### src/rtl/ge2r_pkg.sv
package ge2r_pkg;

  localparam int unsigned PAD_SLOTS = 4;
  localparam int unsigned SLOT_AW   = (PAD_SLOTS > 1) ? $clog2(PAD_SLOTS) : 1;

  typedef enum logic [1:0] {
    KIND_PRESENCE = 2'd0,
    KIND_BUTTON   = 2'd1,
    KIND_AXIS     = 2'd2,
    KIND_NONE     = 2'd3
  } ev_kind_e;

  typedef enum logic [2:0] {
    AXIS_LT   = 3'd0,
    AXIS_RT   = 3'd1,
    AXIS_LX   = 3'd2,
    AXIS_LY   = 3'd3,
    AXIS_RX   = 3'd4,
    AXIS_RY   = 3'd5,
    AXIS_UNK6 = 3'd6,
    AXIS_UNK7 = 3'd7
  } axis_code_e;

  localparam logic [3:0] BTN_UNKNOWN = 4'd15;

  localparam logic REPORT_NOTICE = 1'b0;
  localparam logic REPORT_STATUS = 1'b1;

  // Slot record as it sits in the record RAM.
  typedef struct packed {
    logic [15:0] buttons;
    logic [7:0]  ltrig;
    logic [7:0]  rtrig;
    logic [15:0] lx;
    logic [15:0] ly;
    logic [15:0] rx;
    logic [15:0] ry;
  } pad_rec_t;

  localparam int unsigned REC_W = $bits(pad_rec_t);

endpackage

### src/rtl/ge2r_ram.sv
module ge2r_ram #(
  parameter int unsigned Width = 8,
  parameter int unsigned Depth = 4
) (
  input  logic                                        clk_i,
  input  logic                                        we_i,
  input  logic [((Depth > 1) ? $clog2(Depth) : 1)-1:0] waddr_i,
  input  logic [Width-1:0]                            wdata_i,
  input  logic                                        re_i,
  input  logic [((Depth > 1) ? $clog2(Depth) : 1)-1:0] raddr_i,
  output logic [Width-1:0]                            rdata_o
);

  logic [Width-1:0] mem_q [Depth];
  logic [Width-1:0] rdata_q;

  always_ff @(posedge clk_i) begin
    if (we_i) begin
      mem_q[waddr_i] <= wdata_i;
    end
    if (re_i) begin
      rdata_q <= mem_q[raddr_i];
    end
  end

  assign rdata_o = rdata_q;

endmodule

### src/rtl/gamepad_event_to_report_core.sv
// Gamepad event to report core.
// Inputs and the record RAM read are registered on accept; any result is
// registered in ST_EXEC once the output can load. A new event is taken only
// in ST_IDLE, after the record RAM read and the write-back of the last slot.
// Reset: all slots absent; the record RAM is not cleared, since an attach
// rewrites a slot record before any report can read it.
module gamepad_event_to_report_core (
  input  logic        clk_i,
  input  logic        rst_ni,
  input  logic        in_valid_i,
  output logic        in_ready_o,
  input  logic [1:0]  kind_i,
  input  logic [3:0]  pad_index_i,
  input  logic        on_flag_i,
  input  logic [3:0]  button_code_i,
  input  logic [2:0]  axis_code_i,
  input  logic signed [15:0] axis_value_i,
  output logic        out_valid_o,
  input  logic        out_ready_i,
  output logic        report_kind_o,
  output logic [3:0]  slot_out_o,
  output logic        attached_o,
  output logic [15:0] button_mask_o,
  output logic [7:0]  left_trigger_out_o,
  output logic [7:0]  right_trigger_out_o,
  output logic signed [15:0] left_x_out_o,
  output logic signed [15:0] left_y_out_o,
  output logic signed [15:0] right_x_out_o,
  output logic signed [15:0] right_y_out_o
);
  import ge2r_pkg::*;

  typedef enum logic [1:0] {
    ST_IDLE = 2'b01,
    ST_EXEC = 2'b10
  } state_e;

  function automatic logic [15:0] btn_bit(input logic [3:0] code);
    logic [15:0] b;
    unique case (code)
      4'd0:    b = 16'h1000;
      4'd1:    b = 16'h2000;
      4'd2:    b = 16'h4000;
      4'd3:    b = 16'h8000;
      4'd4:    b = 16'h0020;
      4'd6:    b = 16'h0010;
      4'd7:    b = 16'h0040;
      4'd8:    b = 16'h0080;
      4'd9:    b = 16'h0100;
      4'd10:   b = 16'h0200;
      4'd11:   b = 16'h0001;
      4'd12:   b = 16'h0002;
      4'd13:   b = 16'h0004;
      4'd14:   b = 16'h0008;
      default: b = 16'h0000; // guide and unknown
    endcase
    return b;
  endfunction

  // v * 255 / 32767: quotient by 2^15 plus one correction step, since
  // 32767 = 2^15 - 1 and the remainder estimate stays below 2 * 32767.
  function automatic logic [7:0] scale_trig(input logic signed [15:0] v);
    logic [22:0] p;
    logic [7:0]  q0;
    logic [15:0] r;
    logic [7:0]  q;
    p  = 23'(v[14:0]) * 23'd255;
    q0 = p[22:15];
    r  = {1'b0, p[14:0]} + {8'd0, q0};
    q  = (r >= 16'd32767) ? q0 + 8'd1 : q0;
    if (v[15]) begin
      q = 8'd0;
    end
    return q;
  endfunction

  function automatic logic [15:0] flip_y(input logic signed [15:0] v);
    logic [15:0] r;
    if (v == 16'sh8000) begin
      r = 16'h7FFF;
    end else begin
      r = 16'(-v);
    end
    return r;
  endfunction

  state_e state_q, state_d;

  logic [1:0]  kind_q;
  logic [3:0]  idx_q;
  logic        on_q;
  logic [3:0]  btn_q;
  logic [2:0]  axis_q;
  logic [15:0] val_q;

  logic [PAD_SLOTS-1:0] present_q, present_d;

  logic             in_fire;
  logic             can_load;
  logic             exec;
  logic [SLOT_AW-1:0] slot_addr;
  logic             in_range;
  logic             slot_on;
  logic [REC_W-1:0] rd_data;
  pad_rec_t         rec_rd, rec_wr;
  logic             we;
  logic             emit;
  logic             emit_kind;

  logic        out_valid_q;
  logic        rkind_q, attached_q;
  logic [3:0]  slot_q;
  pad_rec_t    out_rec_q;

  assign in_ready_o = (state_q == ST_IDLE);
  assign in_fire    = in_valid_i && in_ready_o;
  assign can_load   = !out_valid_q || out_ready_i;
  assign exec       = (state_q == ST_EXEC) && can_load;
  assign slot_addr  = idx_q[SLOT_AW-1:0];
  assign in_range   = ({1'b0, idx_q} < 5'(PAD_SLOTS));
  assign slot_on    = present_q[slot_addr];
  assign rec_rd     = pad_rec_t'(rd_data);

  ge2r_ram #(
    .Width (REC_W),
    .Depth (PAD_SLOTS)
  ) u_rec_ram (
    .clk_i   (clk_i),
    .we_i    (we),
    .waddr_i (slot_addr),
    .wdata_i (REC_W'(rec_wr)),
    .re_i    (in_fire),
    .raddr_i (pad_index_i[SLOT_AW-1:0]),
    .rdata_o (rd_data)
  );

  always_comb begin
    rec_wr    = rec_rd;
    we        = 1'b0;
    emit      = 1'b0;
    emit_kind = REPORT_STATUS;
    present_d = present_q;
    if (exec && in_range) begin
      unique case (ev_kind_e'(kind_q))
        KIND_PRESENCE: begin
          emit      = 1'b1;
          emit_kind = REPORT_NOTICE;
          present_d[slot_addr] = on_q;
          if (on_q) begin
            we     = 1'b1;
            rec_wr = '0;
          end
        end
        KIND_BUTTON: begin
          if (slot_on && btn_q != BTN_UNKNOWN) begin
            we   = 1'b1;
            emit = 1'b1;
            if (on_q) begin
              rec_wr.buttons = rec_rd.buttons | btn_bit(btn_q);
            end else begin
              rec_wr.buttons = rec_rd.buttons & ~btn_bit(btn_q);
            end
          end
        end
        KIND_AXIS: begin
          if (slot_on) begin
            we   = 1'b1;
            emit = 1'b1;
            unique case (axis_code_e'(axis_q))
              AXIS_LT: rec_wr.ltrig = scale_trig(val_q);
              AXIS_RT: rec_wr.rtrig = scale_trig(val_q);
              AXIS_LX: rec_wr.lx    = val_q;
              AXIS_LY: rec_wr.ly    = flip_y(val_q);
              AXIS_RX: rec_wr.rx    = val_q;
              AXIS_RY: rec_wr.ry    = flip_y(val_q);
              default: begin
                we   = 1'b0;
                emit = 1'b0;
              end
            endcase
          end
        end
        default: ;
      endcase
    end
  end

  always_comb begin
    state_d = state_q;
    unique case (state_q)
      ST_IDLE: if (in_fire) state_d = ST_EXEC;
      ST_EXEC: if (can_load) state_d = ST_IDLE;
      default: state_d = ST_IDLE;
    endcase
  end

  always_ff @(posedge clk_i or negedge rst_ni) begin
    if (!rst_ni) begin
      state_q     <= ST_IDLE;
      present_q   <= '0;
      out_valid_q <= 1'b0;
    end else begin
      state_q   <= state_d;
      present_q <= present_d;
      if (emit) begin
        out_valid_q <= 1'b1;
      end else if (out_ready_i) begin
        out_valid_q <= 1'b0;
      end
    end
  end

  always_ff @(posedge clk_i) begin
    if (in_fire) begin
      kind_q <= kind_i;
      idx_q  <= pad_index_i;
      on_q   <= on_flag_i;
      btn_q  <= button_code_i;
      axis_q <= axis_code_i;
      val_q  <= axis_value_i;
    end
    if (emit) begin
      rkind_q <= emit_kind;
      slot_q  <= idx_q;
      if (emit_kind == REPORT_NOTICE) begin
        attached_q <= on_q;
        out_rec_q  <= '0;
      end else begin
        attached_q <= 1'b1;
        out_rec_q  <= rec_wr;
      end
    end
  end

  assign out_valid_o         = out_valid_q;
  assign report_kind_o       = rkind_q;
  assign slot_out_o          = slot_q;
  assign attached_o          = attached_q;
  assign button_mask_o       = out_rec_q.buttons;
  assign left_trigger_out_o  = out_rec_q.ltrig;
  assign right_trigger_out_o = out_rec_q.rtrig;
  assign left_x_out_o        = out_rec_q.lx;
  assign left_y_out_o        = out_rec_q.ly;
  assign right_x_out_o       = out_rec_q.rx;
  assign right_y_out_o       = out_rec_q.ry;

endmodule

### config.mk
export PLATFORM = sky130hd
export DESIGN_NAME = gamepad_event_to_report_core
export DESIGN_NICKNAME = d
export VERILOG_FILES = /design/src/rtl/ge2r_pkg.sv /design/src/rtl/ge2r_ram.sv /design/src/rtl/gamepad_event_to_report_core.sv
export SDC_FILE = /design/constraint.sdc
export NUM_CORES = 1
export LEC_CHECK = 0
export ABC_AREA = 1
export BUFFER_PORTS_ARGS = -buffer_cell sky130_fd_sc_hd__buf_2
export CORE_ASPECT_RATIO = 0.8
export CORE_UTILIZATION = 47
export CTS_CLUSTER_DIAMETER = 120
export DETAILED_ROUTE_END_ITERATION = 6
export PLACE_DENSITY_LB_ADDON = 0.25
export SLEW_MARGIN = 20
export SYNTH_ARGS = -nofsm -noshare
export SYNTH_HDL_FRONTEND = slang
export SYNTH_SLANG_ARGS = --single-unit
### constraint.sdc
create_clock -name clk_i -period 16.28 [get_ports clk_i]
set_input_delay 3.256 -clock clk_i [delete_from_list [all_inputs] [get_ports clk_i]]
set_output_delay 3.256 -clock clk_i [all_outputs]
set_load 0.005 [all_outputs]
; ---- Word level (Yosys, flattened, before mapping)
; Memories as Yosys holds them, arrays and structs flattened. A register that Yosys moved wholly into a read port is not among the register bits.
; Index checks and enable logic that the tools add are counted.
[totals]
register_bits = 139
latchBits = 0
ram_bits = 384
rom_bits = 448
in_bits = 34
out_inout_bits = 104
wordCells = 107
memories = 3
[mem_list]
columns = name, words, width, read_ports, rd_clocked_by_memory_dff, write_ports, line
row1 = u_rec_ram.mem_q, 4, 96, 1, 1, 1, ge2r_ram.sv:14  ; logic [Width-1:0] mem_q [Depth];
row2 = (no name shown), 16, 14, 1, 1, 0, gamepad_event_to_report_core.sv:40  ; unique case (code)
row3 = (no name shown), 16, 14, 1, 1, 0, gamepad_event_to_report_core.sv:40
[op_classes]
n_addsub = 3
mul = 1
div_mod_pow = 0
n_lt_le_gt_ge = 4
eq_ne = 13
shifts = 0
mux = 48
bitwise = 3
reduce_logical = 13
[ops]
columns = operator, count
row1 = 16-bit two-way mux, 15
row2 = 96-bit two-way mux, 2
row3 = 80-bit one-hot mux with 2 select lines, 1
row4 = 80-bit two-way mux, 1
row5 = 8-bit two-way mux, 4
row6 = 16-bit one-hot mux with 2 select lines, 1
row7 = 15-bit by 8-bit multiplier with 23-bit output (second input constant), 1
row8 = 15-bit by 8-bit adder with 16-bit output, 1
row9 = 16-bit bitwise AND, 1
row10 = 16-bit == test (second input constant), 1
row11 = 16-bit by 15-bit >= comparator with 1-bit output (second input constant), 1
row12 = 16-bit negator, 1
row13 = 16-bit NOT, 1
row14 = 16-bit OR, 1
row15 = 1-bit two-way mux, 14
row16 = 8-bit by 1-bit adder with 8-bit output (second input constant), 1
row17 = 4-bit two-way mux, 2
row18 = 3-bit by 2-bit == test with 1-bit output (second input constant), 2
row19 = 3-bit == test (second input constant), 2
row20 = 1-bit one-hot mux with 3 select lines, 2
row21 = 6-bit OR reduction, 1
row22 = 1-bit logical AND, 5
row23 = 4-bit bitwise mux, 1
row24 = 2-bit by 1-bit == test with 1-bit output (second input constant), 2
row25 = 18 further kinds, 21

; ---- Longest topological paths before layout
[depth]
word_depth = 12
mapped_depth = 40
depth_no_buf = 40

; ---- Modules after synthesis
; Synthesis repeated with hierarchy kept, for this count alone.
[hier_totals]
hier_cells = 3007
area_unflattened_um2 = 30649.4
[by_module_without_submodules]
columns = mod, instances, cells_each, area_each_um2, seq_area_each_um2
row1 = ge2r_ram, 1, 1608, 18960.7, 14413.8
row2 = gamepad_event_to_report_core, 1, 1399, 11688.7, 4420.5

; ---- Least setup slack after synthesis
; Ideal clock, no wire load.
[synth_timing]
path_kind = input port to flip-flop
start = in out_ready_i
end = mem u_rec_ram.mem_q[0][0] in the netlist's numbering, enable pin
setup_ns = 0.668
arrival_ns = 13.076
required_ns = 15.612
path_slack_ns = 2.537
cell_stages = 6
path_buffers = 0
cell_sequence = nor2_1 -> nor4_1 -> nand2_1 -> inv_1 -> o21ai_0 -> nor3_1
[synth_via]
elab_chain_cells = 6
[synth_rtl]
columns = element, line
row1 = "start, declared", gamepad_event_to_report_core.sv:19  ; input logic out_ready_i,
row2 = 1-bit logical OR, gamepad_event_to_report_core.sv:117  ; assign can_load = !out_valid_q || out_ready_i;
row3 = 1-bit logical AND, gamepad_event_to_report_core.sv:118  ; assign exec = (state_q == ST_EXEC) && can_load;
row4 = 1-bit logical AND, gamepad_event_to_report_core.sv:143  ; if (exec && in_range) begin
row5 = 1-bit two-way mux, gamepad_event_to_report_core.sv:143
row6 = 1-bit two-way mux, ge2r_ram.sv:18  ; if (we_i) begin
row7 = 1-bit two-way mux (not written as such), ge2r_ram.sv:19  ; mem_q[waddr_i] <= wdata_i;
row8 = "end, declared", ge2r_ram.sv:14
; Every way passes these cells.

==> out/results.env <==
PLACEABLECOREAREA_SQ_UM=59960
SYNTH_ENABLE_FLOP_CELLS=612
PATH_BUF_INV=6
DRT-WIRELENGTH-PER-CELL_UM=20.51
FLOORPLAN.DIE_AREA_SQ_UM=62100
CRITICAL_PATH.MAX_FANOUT=9
POST_SYNTH_FA_HA_MAJ_AREA_FRACTION_PCT=7.433
VIA_PER_INST=5.542
SYNTH-SIMPLE-AREA-SHARE_PCT=10.91
HOLD_CLASS='flip-flop to flip-flop'
YOSYSTOPAREACELL='edfxtp_1'
CTS_BUFFER_DEPTH=3
CRITPATHKIND='flip-flop to flip-flop'
WORST_SETUP_PATH_START_KIND='flip-flop'
CRITICAL-PATH-MAX-STAGE-DELAY_PS=590
DRIVE_ABOVE_1_SHARE_PCT=13.33
FIRST_GLOBAL_VIAS=18270
CRITICAL-PATH-TOP-CELL-BY-COUNT='nand2_1'
POST_CTS_RESIZE_COUNT=0
INITIAL_CORE_UTIL_PCT=47.90
POSTCTSSETUPBUFFERS=0
GRT.OVERFLOW.TOTAL=0
POSTSYNTHCELLCOUNT=2403
WIRE_LENGTH_OF_THE_FIRST_GLOBAL_ROUTING_PASS_UM=105500
NUM_IO_PINS=138
SYNTH_COMPOUND_GATE_AREA_SHARE_PCT=10.61
HTREEDEPTH=2
ANTENNA_FOUND_INITIAL=1
YOSYSSEQAREASHARE_PCT=65.58
SYNTH_CELL_TYPES=52
STATUS='complete, no violations'
DIE-WIDTH_UM=278.4
SETUP_TNS_PS=0
SYN-CELL-AREA_SQ_UM=28720
PORT_BUFFERS=137
SYN2LAYOUT_AREA_GROWTH_PCT=12.23
SYNTH_FF_TYPE='edfxtp_1'
SETUP.REG_TO_REG.WORST_SLACK_PS=8800
ROUTABILITYCONGESTION=0.8874
MAX-CAP-VIOLATIONS=0
POWER_LEAKAGE_nW=12.15
REPORT.FINAL.HOLD_VIOL_COUNT=0
ASYNCSETRESETFLOPFRACSYNTH_PCT=1.106
SYNTH-XOR-AREA-SHARE_PCT=0.9106
POSTSYNTHREGISTERBITS=633
MIN_PERIOD_PS=7484
VIAS=18580
INSERTEDDIODECOUNT=0
CTS_TREE='built'
GRT_USAGE_PCT=22.24
CP_DATA_ARRIVAL_TIME_PS=7810
CTS_MADE_BUFFERS=60
FIN_CRIT_SH_PCT=45.97
SETUP-VIOLATIONS-FINAL=0
CLOCK.FMAX_GHz=0.1336
CRITICAL-PATH-TOP-DELAY-FAMILY='adder cells'
GRT_START_MAX_NET_PINS=110
ROUTED_WIRELENGTH_UM=68780
TIMING_MAX_TRANSITION_VIOLATIONS_FINAL=0
LAYOUT_SETUP_WS_PS=8796
SYNTH_AREA_LEADERS='edfxtp_1 (64%), fa_1 (4.6%), nand2_1 (4.2%), o21ai_0 (3.9%), nor2_1 (3.7%)'
DIEHEIGHT_UM=223.1
NETLIST_TOP_CELLS_COUNT='edfxtp_1 (612), nand2_1 (325), nor2_1 (285)'
PEAKVDDDROP_uV=179.8
YS.WARNINGS.COUNT=0
FIRSTDRTPASSITERS=5
SLEW_WORST_PIN_PS=1121
CP_SLOWEST_CELL='edfxtp_1'
CLKTRANSATPATHREGS_PS=60
FP-ROW-COUNT=80
CLK_ROOT_BUFFER_CELL='clkbuf_16'
CLOCK-SINKS=633
SLEW_MARGIN_REL_PCT=25.27
PRECTSSETUPSLACK_PS=8496
SYNTH.NET_COUNT=2568
WORSTSETUPENDPOINTTYPE='flip-flop'
CP.REQUIRED_PS=16600
YOSYS.CELL_COUNT.TOP_TYPE='edfxtp_1'
WORST_CLOCK_SKEW_PS=58.18
DRT_ITER0_DRC=1817
POSTSYNTHAREAPERCELL_SQ_UM=11.95
YOSYS-MUX-AREA-FRACTION_PCT=0
WORST_SKEW_PAIR.LATE_LATENCY_PS=640
CTS.HOLD.BUFFERS_ADDED=0
CELLPOWERDENSITY_nW_PER_UM2=170.1
NETS=2690
ANT_NETS=0
DETAILEDPLACEMENTHPWL_UM=43140
SYNTH.TOP_CELL.AREA_SHARE_PCT=63.99
GRT_SETUP_UNREPAIRED='no'
ROUTE.DETAILED.DRC=0
SYNTH_TOP_FAMILY_BY_AREA='simple AND/OR/NAND/NOR gates'
[path summary, 6_finish.rpt]
check / startpoint / endpoint / cells after the start
setup / recovery: val_q[2]$_DFFE_PP_ / u_rec_ram.mem_q[1][64]$_DFFE_PP_ / 38
hold / removal: idx_q[2]$_DFFE_PP_ / slot_out_o[2]$_DFFE_PP_ / 0
setup reg to reg: val_q[2]$_DFFE_PP_ / u_rec_ram.mem_q[1][64]$_DFFE_PP_ / 38
hold reg to reg: idx_q[2]$_DFFE_PP_ / slot_out_o[2]$_DFFE_PP_ / 0
max in group asynchronous: rst_ni / state_q[0]$_DFFE_PN1P_ / 1
min in group asynchronous: rst_ni / state_q[1]$_DFFE_PN0P_ / 1
[cells in the final DEF (no fill, tap or decap), types with 4 or more instances in the layout]
cell       instances
fa_1              66
a21oi_1           77
or2_2              6
inv_1            236
dfrtp_1            6
nor2_4             5
nand2_2           29
clkbuf_1           5
o21ai_0          223
o21a_1            16
buf_2            136
edfxtp_1         612
ha_1              65
clkinv_2          12
nand2_1          325
and2_1            17
nand4_1            6
o22ai_1          116
nand3_2           11
xnor2_1            6
clkbuf_16         61
o211ai_1          36
bufinv_16          7
o21bai_1           4
xor2_1            22
nand3_1           45
inv_4              4
clkinv_1          17
a22oi_1           17
nor3_1             6
dfxtp_1           14
nor2_1           278
a21oi_2           17
nor2_2             5
inv_2              4
buf_4             24
[registers in the layout (all words and copies together), names as in the netlist, 2 cells and up, named ones only]
| register | count |
|---|---|
| axis_q | 3 |
| btn_q | 4 |
| button_mask_o | 16 |
| idx_q | 4 |
| kind_q | 2 |
| left_trigger_out_o | 8 |
| left_x_out_o | 16 |
| left_y_out_o | 16 |
| present_q | 4 |
| right_trigger_out_o | 8 |
| right_x_out_o | 16 |
| right_y_out_o | 16 |
| slot_out_o | 4 |
| state_q | 2 |
| u_rec_ram.mem_q | 384 |
| u_rec_ram.rdata_o | 96 |
| val_q | 16 |
[cell families after synthesis]
| family | after synthesis |
|---|---|
| buffers and inverters | 345 |
| AND/OR/NAND/NOR | 743 |
| AO/OA/AOI/OAI | 522 |
| flip-flops | 633 |
| XOR/XNOR | 29 |
| adder cells (fa/ha/maj) | 131 |
[area by class of cell]
type | instances | area, sq um
clock buffers | 66 | 1545
clock inverters | 45 | 451.7
fillers | 4930 | 27730
inverters | 244 | 925.9
multi-input cells | 1425 | 8626
flip-flops and latches | 633 | 18830
well taps | 779 | 974.7
repair buffers | 161 | 872.1
[where the power goes]
part | total, mW | internal, mW | leakage [nW] | switching (mW)
combinational | 2.22 | 0.776 | 5.41 | 1.44
clock | 1.41 | 0.797 | 0.970 | 0.608
sequential | 1.86 | 1.84 | 5.77 | 0.0240
total | 5.48 | 3.41 | 12.1 | 2.07
[stage by stage]
stage	utilization, %	cell area, sq um	cells	hold slack, ps	total power, mW
after floorplan	-	28720	2403	426.8	3.611
after global placement	50.42	30230	3242	508.6	4.033
after detailed placement	50.42	30230	3242	509.6	4.094
after CTS	53.75	32230	3353	524.4	5.506
after global routing	53.75	32230	3353	525.7	5.875
final	53.75	32230	3353	512.0	5.482
[layer usage]
layer | vias up | GRT usage, % | wire length [um]
li1 | 8663 | - | -
met1 | 9239 | 31.85 | 31080
met5 | - | 0 | 0
met4 | 0 | 5.186 | 1157
met2 | 599 | 35.85 | 32250
met3 | 81 | 3.424 | 4287
Power figures use the tool's default switching activity.
